<file path="config.mk">
export PLATFORM = sky130hd
export DESIGN_NAME = date_difference_in_days_unit
export DESIGN_NICKNAME = d
export VERILOG_FILES = /design/src/hw/rtl/dddiff_pkg.sv /design/src/hw/rtl/dddiff_day_number.sv /design/src/hw/rtl/date_difference_in_days_unit.sv
export SDC_FILE = /design/constraint.sdc
export NUM_CORES = 1
export LEC_CHECK = 0
export ABC_AREA = 1
export BUFFER_PORTS_ARGS = -buffer_cell sky130_fd_sc_hd__clkbuf_2
export CAP_MARGIN = 30
export CORE_MARGIN = 4
export CORE_UTILIZATION = 70
export CTS_CLUSTER_SIZE = 14
export DETAILED_ROUTE_END_ITERATION = 8
export PLACE_DENSITY = 0.92
export SYNTH_ARGS = -nofsm -noshare
export SYNTH_HDL_FRONTEND = slang
export SYNTH_SLANG_ARGS = --single-unit
</file>
<file path="constraint.sdc">
create_clock -name clk -period 16.85 [get_ports clk]
set_input_delay 0.8425 -clock clk [delete_from_list [all_inputs] [get_ports clk]]
set_output_delay 0.8425 -clock clk [all_outputs]
set_load 0.01 [all_outputs]
</file>
<file path="src/hw/rtl/dddiff_pkg.sv">
// ----------------------------------------------------------------------------
// dddiff_pkg
// Types, constants and calendar tables shared by the date difference unit.
// ----------------------------------------------------------------------------
package dddiff_pkg;

	localparam logic [13:0] YEAR_MIN  = 14'd1;
	localparam logic [13:0] YEAR_MAX  = 14'd9999;
	localparam logic [3:0]  MONTH_JAN = 4'd1;
	localparam logic [3:0]  MONTH_FEB = 4'd2;
	localparam logic [3:0]  MONTH_DEC = 4'd12;
	// floor(x / 100) == (x * RECIP_100) >> 19 for every 14-bit x
	localparam logic [12:0] RECIP_100 = 13'd5243;

	typedef struct packed {
		logic [4:0]  day;
		logic [3:0]  month;
		logic [13:0] year;
	} date_t;

	typedef struct packed {
		logic        ok;
		logic [21:0] num;
	} day_num_t;

	function automatic logic [8:0] days_before_month(input logic [3:0] m);
		logic [8:0] r;
		case (m)
			4'd1:    r = 9'd0;
			4'd2:    r = 9'd31;
			4'd3:    r = 9'd59;
			4'd4:    r = 9'd90;
			4'd5:    r = 9'd120;
			4'd6:    r = 9'd151;
			4'd7:    r = 9'd181;
			4'd8:    r = 9'd212;
			4'd9:    r = 9'd243;
			4'd10:   r = 9'd273;
			4'd11:   r = 9'd304;
			4'd12:   r = 9'd334;
			default: r = 9'd0;
		endcase
		return r;
	endfunction

	function automatic logic [4:0] month_len(input logic [3:0] m, input logic leap);
		logic [4:0] r;
		case (m)
			4'd2:                      r = leap ? 5'd29 : 5'd28;
			4'd4, 4'd6, 4'd9, 4'd11:   r = 5'd30;
			default:                   r = 5'd31;
		endcase
		return r;
	endfunction

endpackage

</file>
<file path="src/hw/rtl/dddiff_day_number.sv">
// ----------------------------------------------------------------------------
// dddiff_day_number
// Three-stage pipeline: ordinal day number of one date and its existence check.
// ----------------------------------------------------------------------------
module dddiff_day_number (
	input  logic                 clk,
	input  logic                 en,
	input  dddiff_pkg::date_t    date,
	output dddiff_pkg::day_num_t day_num
);
	import dddiff_pkg::*;

	// stage 1 signals
	logic [13:0] year_prev;
	logic [26:0] cent_prod;
	logic [4:0]  day_s1;
	logic [3:0]  month_s1;
	logic [13:0] year_s1;
	logic [13:0] year_prev_s1;
	logic [7:0]  cent_s1;
	logic        ok_s1;

	// stage 2 signals
	logic [14:0] cent_x100;
	logic [14:0] rem_full;
	logic [6:0]  rem;
	logic        div100;
	logic [7:0]  cent_y;
	logic        leap;
	logic [22:0] base365;
	logic [11:0] corr;
	logic [8:0]  offs;
	logic [22:0] base365_s2;
	logic [11:0] corr_s2;
	logic [8:0]  offs_s2;
	logic        ok_s2;

	// stage 3 signals
	logic [22:0] sum;
	logic [21:0] num_s3;
	logic        ok_s3;

	assign year_prev = date.year - 14'd1;
	assign cent_prod = 27'(year_prev) * 27'(RECIP_100);

	always_ff @(posedge clk) begin
		if (en) begin
			day_s1       <= date.day;
			month_s1     <= date.month;
			year_s1      <= date.year;
			year_prev_s1 <= year_prev;
			cent_s1      <= cent_prod[26:19];
			ok_s1        <= (date.year >= YEAR_MIN) && (date.year <= YEAR_MAX) &&
			                (date.month >= MONTH_JAN) && (date.month <= MONTH_DEC) &&
			                (date.day != 5'd0);
		end
	end

	// leap year from the century quotient of the previous year
	assign cent_x100 = 15'(cent_s1) * 15'd100;
	assign rem_full  = {1'b0, year_prev_s1} - cent_x100;
	assign rem       = rem_full[6:0];
	assign div100    = (rem == 7'd99);
	assign cent_y    = cent_s1 + {7'd0, div100};
	assign leap      = (year_s1[1:0] == 2'd0) && (!div100 || (cent_y[1:0] == 2'd0));
	assign base365   = 23'(year_prev_s1) * 23'd365;
	assign corr      = 12'(year_prev_s1[13:2]) - 12'(cent_s1) + 12'(cent_s1[7:2]);
	assign offs      = days_before_month(month_s1) + 9'(day_s1) +
	                   9'((month_s1 > MONTH_FEB) && leap);

	always_ff @(posedge clk) begin
		if (en) begin
			base365_s2 <= base365;
			corr_s2    <= corr;
			offs_s2    <= offs;
			ok_s2      <= ok_s1 && (day_s1 <= month_len(month_s1, leap));
		end
	end

	assign sum = base365_s2 + 23'(corr_s2) + 23'(offs_s2);

	always_ff @(posedge clk) begin
		if (en) begin
			num_s3 <= sum[21:0];
			ok_s3  <= ok_s2;
		end
	end

	assign day_num.ok  = ok_s3;
	assign day_num.num = num_s3;

endmodule

</file>
<file path="src/hw/rtl/date_difference_in_days_unit.sv">
// An input passes the day-number pipeline stages, then the difference and output registers.
// Throughput: one date pair per cycle while the output is not stalled; two day-number pipelines run side by side.
// A stalled output holds the whole pipeline in place, so nothing is lost.
// Reset clears the stage valid bits only; the data registers are not reset.
// ----------------------------------------------------------------------------
// date_difference_in_days_unit
// Signed day count between two Gregorian dates, fully pipelined.
// ----------------------------------------------------------------------------
module date_difference_in_days_unit (
	input  logic               clk,
	input  logic               arst_n,
	input  logic               in_valid,
	output logic               in_stall,
	input  logic [4:0]         first_day,
	input  logic [3:0]         first_month,
	input  logic [13:0]        first_year,
	input  logic [4:0]         second_day,
	input  logic [3:0]         second_month,
	input  logic [13:0]        second_year,
	input  logic               include_end_day,
	output logic               out_valid,
	input  logic               out_stall,
	output logic signed [22:0] day_difference,
	output logic               dates_valid
);
	import dddiff_pkg::*;

	logic        en;
	date_t       date_a;
	date_t       date_b;
	day_num_t    num_a;
	day_num_t    num_b;

	logic        v_s1, v_s2, v_s3, v_s4, v_s5;
	logic        end_s1, end_s2, end_s3, end_s4;
	logic signed [22:0] diff;
	logic signed [22:0] diff_s4;
	logic        ok_s4;
	logic signed [22:0] diff_s5;
	logic        ok_s5;

	// whole pipeline advances unless a finished result is held
	assign en       = !(v_s5 && out_stall);
	assign in_stall = !en;

	assign date_a = '{day: first_day, month: first_month, year: first_year};
	assign date_b = '{day: second_day, month: second_month, year: second_year};

	dddiff_day_number u_num_a (
		.clk     (clk),
		.en      (en),
		.date    (date_a),
		.day_num (num_a)
	);

	dddiff_day_number u_num_b (
		.clk     (clk),
		.en      (en),
		.date    (date_b),
		.day_num (num_b)
	);

	always_ff @(posedge clk or negedge arst_n) begin
		if (!arst_n) begin
			v_s1 <= 1'b0;
			v_s2 <= 1'b0;
			v_s3 <= 1'b0;
			v_s4 <= 1'b0;
			v_s5 <= 1'b0;
		end else if (en) begin
			v_s1 <= in_valid;
			v_s2 <= v_s1;
			v_s3 <= v_s2;
			v_s4 <= v_s3;
			v_s5 <= v_s4;
		end
	end

	assign diff = $signed({1'b0, num_b.num}) - $signed({1'b0, num_a.num});

	always_ff @(posedge clk) begin
		if (en) begin
			end_s1  <= include_end_day;
			end_s2  <= end_s1;
			end_s3  <= end_s2;
			end_s4  <= end_s3;
			diff_s4 <= diff;
			ok_s4   <= num_a.ok && num_b.ok;
			ok_s5   <= ok_s4;
			if (!ok_s4) begin
				diff_s5 <= '0;
			end else if (end_s4) begin
				diff_s5 <= diff_s4[22] ? diff_s4 - 23'sd1 : diff_s4 + 23'sd1;
			end else begin
				diff_s5 <= diff_s4;
			end
		end
	end

	assign out_valid      = v_s5;
	assign day_difference = diff_s5;
	assign dates_valid    = ok_s5;

	// an invalid date pair always reports zero days
	a_invalid_zero: assert property (@(posedge clk) disable iff (!arst_n)
		out_valid && !dates_valid |-> day_difference == 23'sd0)
		else $error("invalid dates with nonzero difference");

	// an accepted transfer enters the first stage
	a_enter: assert property (@(posedge clk) disable iff (!arst_n)
		in_valid && !in_stall |=> v_s1)
		else $error("accepted transfer lost at entry");

	// a held pipeline keeps its valid bits
	a_hold: assert property (@(posedge clk) disable iff (!arst_n)
		!en |=> v_s1 == $past(v_s1) && v_s4 == $past(v_s4) && v_s5 == $past(v_s5))
		else $error("pipeline moved while held");

	// the last stage hands on to the output
	a_advance: assert property (@(posedge clk) disable iff (!arst_n)
		en && v_s4 |=> out_valid)
		else $error("result lost between last stages");

endmodule
</file>
==> summary.md, run 1 <==
| Metric | Value |
|---|---|
| Post-route DRC | `0` |
| RR Endpoint | `u_num_a.base365_s2[21]` |
| Initial DRC count | `2079` |
| Sum Neg Setup Slack | `0 ns` |
| Final Cell Area | `around 32000 sq um` |
| Starting Density | `0.713` |
| Syn avg cell area | `around 8.5 sq um` |
| Clock root cell | `clkbuf_16` |
| Synth warn | `0` |
| Fmax | `156 MHz` |
| Die area | `46300 sq um` |
| Row cnt | `75` |
| Worst path required time | `17.18 ns` |
| Bufs on Longest Clock Path | `3` |
| EDFF count, synth | `254` |
| R2R Path Start | `u_num_a.year_prev_s1[6]` |
| Worst-path clk slew | `approximately 0.06 ns` |
| Hold Crit Class | `in2async` |
| CTS Buf Count | `31` |
| Hold-fix buffers, CTS | `0` |
| Max H-tree Level | `1` |
| Post-DRT Antenna Nets | `0` |
| DP Wirelength | `around 59000 um` |
| Routed via count | `23900` |
| R2r setup slk | `12.42 ns` |
| Die H | `215 um` |
| Post-synthesis sequential area ratio | `0.270` |
| CTS tree | `yes` |
| Postcts setup bufs | `0` |
| DIE WIDTH | `215 um` |
| Setup CP Type | `in2reg` |
| Final-report setup violation count | `0` |
| Global placer's final weighted congestion | `0.951` |
| Total GRT Usage | `0.319` |
| Fill cells | `2768` |
| Post-synthesis cell area | `30000 sq um` |
| Post-layout min period | `approximately 6.4 ns` |
| Max_cap viols | `0` |
| Placed inst area | `31100 sq um` |
| Unrepaired setup endpoints after global routing | `no` |
| Syn nets | `4246` |
| I/O Pins | `77` |
| Asr flop ratio synth | `0.0181` |
| Slew Viols, Final | `0` |
| Crit path launch | `second_year[0]` |
| Share of cells above drive strength 1 | `0.0411` |
| Worst slew pin tran | `1.07 ns` |
| Tcrit/Tclk final | `0.381` |
| Post-CTS sizing | `0` |
| Area Growth Syn to Fin | `6.91%` |
| Port bufs | `76` |
| CP max FO | `8` |
| Final Skew | `0.0157 ns` |
| DRT Pass-1 Iters | `6` |
| Final hold viol count | `0` |
| Netlist cell types | `46` |
| Via density | `5.71` |
| Gr ovfl total | `0` |
| CP Capture Type | `flip-flop` |
| Clk Latency, worst-skew pair | `slightly below 0.6 ns` |
| Post-Synthesis Cells | `between 3000 and 4000` |
| First-pass GRT wire length | `around 120000 um` |
| Nets | `4353` |
| WL/cell | `17.5 um` |
| Ys flop type | `edfxtp_1` |
| FF+latch count, synth | `277` |
| Worst Hold Margin | `0.0702 ns` |
| Vias in the first global route | `24900` |
| Core Box Area | `42100 sq um` |
| Clk sink count | `around 280` |
| Relative slew slack | `0.279` |
| Largest net degree at the start of global routing | `88` |
| Critical Path AT | `6.75 ns` |
| Reg2reg path depth | `14` |
| Status | `complete, no violations` |
| N_diodes | `0` |
| Initial antenna violation count | `0` |
| Setup crit start kind | `input port` |
| WL final | `73200 um` |
==> flip-flops by register name, summed over array words and instances, names as in the netlist, 5 cells and up, named ones only <==
register and flops:
u_num_a.year_prev_s1 14, u_num_a.num_s3 22, u_num_a.cent_s1 8, u_num_b.offs_s2 9, u_num_a.day_s1 5, diff_s4 23, u_num_b.year_prev_s1 14, u_num_a.base365_s2 22
u_num_a.offs_s2 9, u_num_a.corr_s2 12, u_num_b.corr_s2 12, u_num_b.base365_s2 22, u_num_b.day_s1 5, u_num_b.cent_s1 8, u_num_b.num_s3 22, day_difference 23
==> kinds of logic (layout without fill, tap and decap cells) <==
group                    count (synthesis)  in the layout  share of synthesized area
adder cells (fa/ha/maj)                678            678                      0.344
XOR/XNOR                               145            145                     0.0434
AO/OA/AOI/OAI                          367            367                     0.0684
flip-flops                             277            277                      0.270
AND/OR/NAND/NOR                       1211           1211                      0.169
buffers and inverters                  839            970                      0.105
==> how the worst max path moves through the flow <==
stage	end	slack [ns]	depth (start not counted)
after floorplan	u_num_b.cent_s1[4]	10.80	23
after global placement	u_num_b.cent_s1[7]	10.20	25
after detailed placement	u_num_b.cent_s1[4]	9.96	24
after CTS	u_num_b.cent_s1[4]	10.51	24
after global routing	u_num_b.cent_s1[4]	10.15	24
final	u_num_b.cent_s1[7]	10.43	25
==> cells in the final DEF (no fill, tap or decap), types with 5 or more instances in the layout <==
| cell | instances |
|---|---|
| nand3_1 | 185 |
| fa_1 | 247 |
| a21oi_1 | 165 |
| clkinv_1 | 7 |
| clkbuf_16 | 31 |
| a21boi_0 | 13 |
| or2_2 | 6 |
| a21o_1 | 20 |
| clkbuf_2 | 76 |
| xor2_1 | 98 |
| inv_1 | 828 |
| o21bai_1 | 19 |
| dfxtp_1 | 18 |
| nand3b_1 | 9 |
| edfxtp_1 | 254 |
| xnor2_1 | 44 |
| o21a_1 | 14 |
| dfrtp_1 | 5 |
| nor2_1 | 239 |
| ha_1 | 431 |
| nand4_1 | 47 |
| nor4_1 | 6 |
| clkinv_2 | 7 |
| nand2_1 | 670 |
| nor3_1 | 37 |
| o21ai_0 | 113 |
==> metrics by stage <==
| step | worst slack, ns | util | cells |
|---|---|---|---|
| 6_report | 10.43 | 0.762 | 4187 |
| 5_1_grt | 10.15 | 0.762 | 4187 |
| 4_1_cts | 10.51 | 0.760 | 4184 |
| 3_5_place_dp | 9.96 | 0.738 | 4127 |
| 3_3_place_gp | 10.20 | 0.738 | 4127 |
| 2_1_floorplan | 10.80 | - | 3517 |
==> critical path, stage by stage <==
cell      delay (ns)
clkbuf_2        0.13
inv_1           0.22
ha_1            0.27
nand2_1         0.14
nor2_4          0.19
nand3_1         0.11
xnor2_1         0.82
inv_1           0.20
fa_1            0.58
inv_1           0.05
ha_1            0.33
fa_1            0.48
fa_1            0.54
inv_1           0.05
fa_1            0.53
inv_1           0.04
ha_1            0.33
nand2_1         0.14
inv_1           0.05
a21boi_0        0.24
a21boi_0        0.14
nor2_1          0.15
nand2_1         0.06
nand2_1         0.06
nand2_1         0.04
==> cell usage after synthesis (7+ instances only) <==
master | instances | area [sq um]
clkbuf_1 | 7 | 26.3
dfxtp_1 | 18 | 360
ha_1 | 431 | 5390
a21o_1 | 20 | 150
o21ai_0 | 113 | 566
xor2_1 | 98 | 858
nor3_1 | 37 | 185
a21oi_1 | 165 | 826
inv_1 | 828 | 3110
o21a_1 | 14 | 105
nand2_1 | 671 | 2520
a21boi_0 | 13 | 97.6
nand4_1 | 47 | 294
nand3_1 | 185 | 926
nand3b_1 | 9 | 67.6
xnor2_1 | 44 | 385
nor2_1 | 239 | 897
edfxtp_1 | 254 | 7630
fa_1 | 247 | 4940
o21bai_1 | 19 | 143
==> per-layer routing <==
metal | part of all wire | up-vias | GRT usage
li1 | - | 11400 | -
met1 | 0.39 | 11200 | 0.389
met2 | 0.50 | 1042 | 0.569
met3 | 0.058 | 279 | 0.0299
met4 | 0.056 | 0 | 0.157
met5 | 0 | - | 0
==> area by class of cell <==
type	count	area [sq um]	area share
timing repair buffer	83	465	0.0145
tap	539	674	0.0210
multi-input combinational	2401	18800	0.585
inverter	830	3120	0.0971
sequential	277	8110	0.253
clock inverter	22	171	0.00534
clock buffer	35	791	0.0246
Power of run 1 is not shown: default switching activity piles up to over one toggle a cycle in this logic, so the estimate is an artifact.
==> run 2, diff against run 1 <==
ABC_AREA = 0   (was 1)
CORE_UTILIZATION = 65   (was 70)
PLACE_DENSITY = 0.87   (was 0.92)
clock period = 6.51 ns   (was 16.85 ns; I/O delays follow)
==> summary.md, run 2 <==
| Metric | Value |
|---|---|
| Synth Area in Compound Gates | `0.0896` |
| Top-count cell post-synth | `inv_1` |
| Storage element area | `8110 sq um` |
| Asr flop ratio synth | `0.0181` |
| Tcrit/Tclk final | `0.956` |
| Post-synthesis cell area | `27500 sq um` |
| Fmax | `about 160 MHz` |
| Via density | `5.76` |
| Post-DRT Antenna Nets | `0` |
| Total GRT Usage | `0.262` |
| Global placer's final weighted congestion | `0.943` |
| Leading area contributor after synthesis | `edfxtp_1` |
| Final Cell Area | `30300 sq um` |
| Row cnt | `75` |
| Area Growth Syn to Fin | `9.90%` |
| Area share of fa/ha/maj cells after synthesis | `0.375` |
| CP Capture Type | `flip-flop` |
| Syn avg cell area | `10.5 sq um` |
| Die area | `45700 sq um` |
| Top-area cell type share of the netlist area | `0.277` |
| Initial antenna violation count | `1` |
| Worst path most repeated cell | `fa_1` |
| Post-CTS sizing | `0` |
| Postcts setup bufs | `0` |
| Pre-CTS setup slack | `-0.269 ns` |
| Relative slew slack | `0.301` |
| Fill cells | `about 2800` |
| Hold-fix buffers, CTS | `22` |
| Syn nets | `about 3300` |
| Top cells by area, synth | `edfxtp_1 28%, ha_1 20%, fa_1 18%, inv_1 7.6%, xnor2_1 3.9%` |
| WL/cell | `17.4 um` |
| Clk sink count | `277` |
| DP Wirelength | `47100 um` |
| Critical Path AT | `about 6.5 ns` |
| Vias in the first global route | `20300` |
| Combined area of the multi-input logic cells | `about 17000 sq um` |
| Post-Synth XOR/XNOR Area | `0.0601` |
| Bufs and invs on worst path | `5` |
| CP max FO | `5` |
| RR Endpoint | `u_num_b.base365_s2[19]` |
| Unrepaired setup endpoints after global routing | `no` |
| Synth warn | `0` |
| Hold Crit Class | `in2reg` |
| Die H | `214 um` |
| Critical path's top delay family | `adder cells` |
| Nets | `3507` |
| Post-synth top cells | `555 x inv_1, 431 x ha_1, 254 x edfxtp_1` |
| Mux share of post-synthesis cell area | `0.0128` |
| Post-route DRC | `0` |
| Ys flop type | `edfxtp_1` |
| I/O Pins | `77` |
| Routed met1 length | `23500 um` |
| Worst path required time | `6.82 ns` |
| Worst path depth | `26` |
| Worst Hold Depth | `1` |
| Top sig layer | `met4` |
| First-pass GRT wire length | `97100 um` |
| DIE WIDTH | `214 um` |
| Port bufs | `76` |
| Routed via count | `between 15000 and 20000` |
| CP max-delay cell | `fa_1` |
| Hold Path End | `u_num_a.year_s1[0]` |
| Fin util | `0.722` |
| WL final | `58300 um` |
| Post-layout min period | `6.22 ns` |
| R2r setup slk | `1.57 ns` |
| FF+latch count, synth | `277` |
| Simple-Gate Fraction of Synth Area | `0.0898` |
| N_diodes | `0` |
| Max H-tree Level | `1` |
| Commonest non-fill, non-tap cell in the layout | `inv_1` |
| Gr ovfl total | `0` |
| Netlist cell types | `80` |
| EDFF count, synth | `254` |
| R2R Path Start | `u_num_b.year_prev_s1[5]` |
| Commonest non-fill, non-tap cells in the layout | `555 x inv_1, 431 x ha_1, 254 x edfxtp_1` |
| Final-report setup violation count | `0` |
| Initial DRC count | `1166` |
| Post-synthesis sequential area ratio | `0.295` |
| Worst slew pin tran | `1.05 ns` |
| Placed inst area | `around 29000 sq um` |
| Final Skew | `0.0252 ns` |
| Met3 WL | `2870 um` |
| Largest net degree at the start of global routing | `around 190` |
| Hold_sp | `first_year[0]` |
| Slew Viols, Final | `0` |
| Worst Setup Slack, final | `0.286 ns` |
| Setup crit start kind | `input port` |
| Starting Density | `0.657` |
| Clock root cell | `clkbuf_16` |
| Worst path max stage delay | `around 0.54 ns` |
| Core Box Area | `41900 sq um` |
| Final hold viol count | `0` |
| Post-Synthesis Cells | `2614` |
| Setup CP Type | `in2reg` |
| Reg2reg path depth | `15` |
| CTS tree | `yes` |
| Sum Neg Setup Slack | `0 ns` |
| Share of cells above drive strength 1 | `0.0739` |
| CTS Buf Count | `31` |
| Combinational family with the most area after synthesis | `adder cells` |
| DRT Pass-1 Iters | `5` |
| Bufs on Longest Clock Path | `3` |
| Status | `complete, no violations` |
| Max_cap viols | `0` |
| Worst-path clk slew | `0.06 ns` |
| Met2 WL | `30100 um` |
| Clk Latency, worst-skew pair | `0.59 ns` |
-- run 2: changes by cell type in the layout (fill, tap and decap cells not counted), sizes merged, moves of 25 or more --
| cell | delta |
|---|---|
| nand4 | -31 |
| buf | +42 |
| xnor2 | +79 |
| mux2i | +25 |
| nand2 | -559 |
| nor2b | +36 |
| a21o | +26 |
| a21oi | -76 |
| xor2 | -42 |
| o21ai | -35 |
| nor2 | -111 |
| nand3 | -147 |
| inv | -277 |
-- run 2: stage by stage --
step,hold WS [ns],instances
floorplan,0.0299,2614
global placement,0.141,3260
detailed placement,0.144,3262
CTS,0.0459,3341
global route,0.0629,3341
finish,0.0725,3341
-- run 2: final cells by class --
cell class | instances | area share
Clock buffer | 35 | 0.0265
Clock inverter | 22 | 0.0104
Inverter | 557 | 0.0691
Multi-Input combinational cell | 1765 | 0.571
Sequential cell | 277 | 0.268
Tap cell | 539 | 0.0223
Timing Repair Buffer | 146 | 0.0326
-- run 2: worst max path at each step --
stage	start	end	slack, ns
floorplan	second_year[1]	u_num_b.cent_s1[7]	0.03
global placement	first_year[1]	u_num_a.cent_s1[7]	-0.06
detailed placement	first_year[1]	u_num_a.cent_s1[5]	-0.27
CTS	first_year[1]	u_num_a.cent_s1[5]	0.31
global route	second_year[0]	u_num_b.cent_s1[7]	0.02
finish	first_year[1]	u_num_a.cent_s1[5]	0.29
-- run 2: cells by family after synthesis --
logic type	after synthesis
AO/OA/AOI/OAI	374
multiplexers	34
adder cells (fa/ha/maj)	678
AND/OR/NAND/NOR	495
XOR/XNOR	184
flip-flops	277
buffers and inverters	572
-- run 2: metal layers --
layer / track usage / vias to the layer above
li1: - / 9131
met1: 0.327 / 9384
met2: 0.481 / 574
met3: 0.0309 / 144
met4: 0.0737 / 0
met5: 0 / -
Power of run 2 is left out for the same reason.
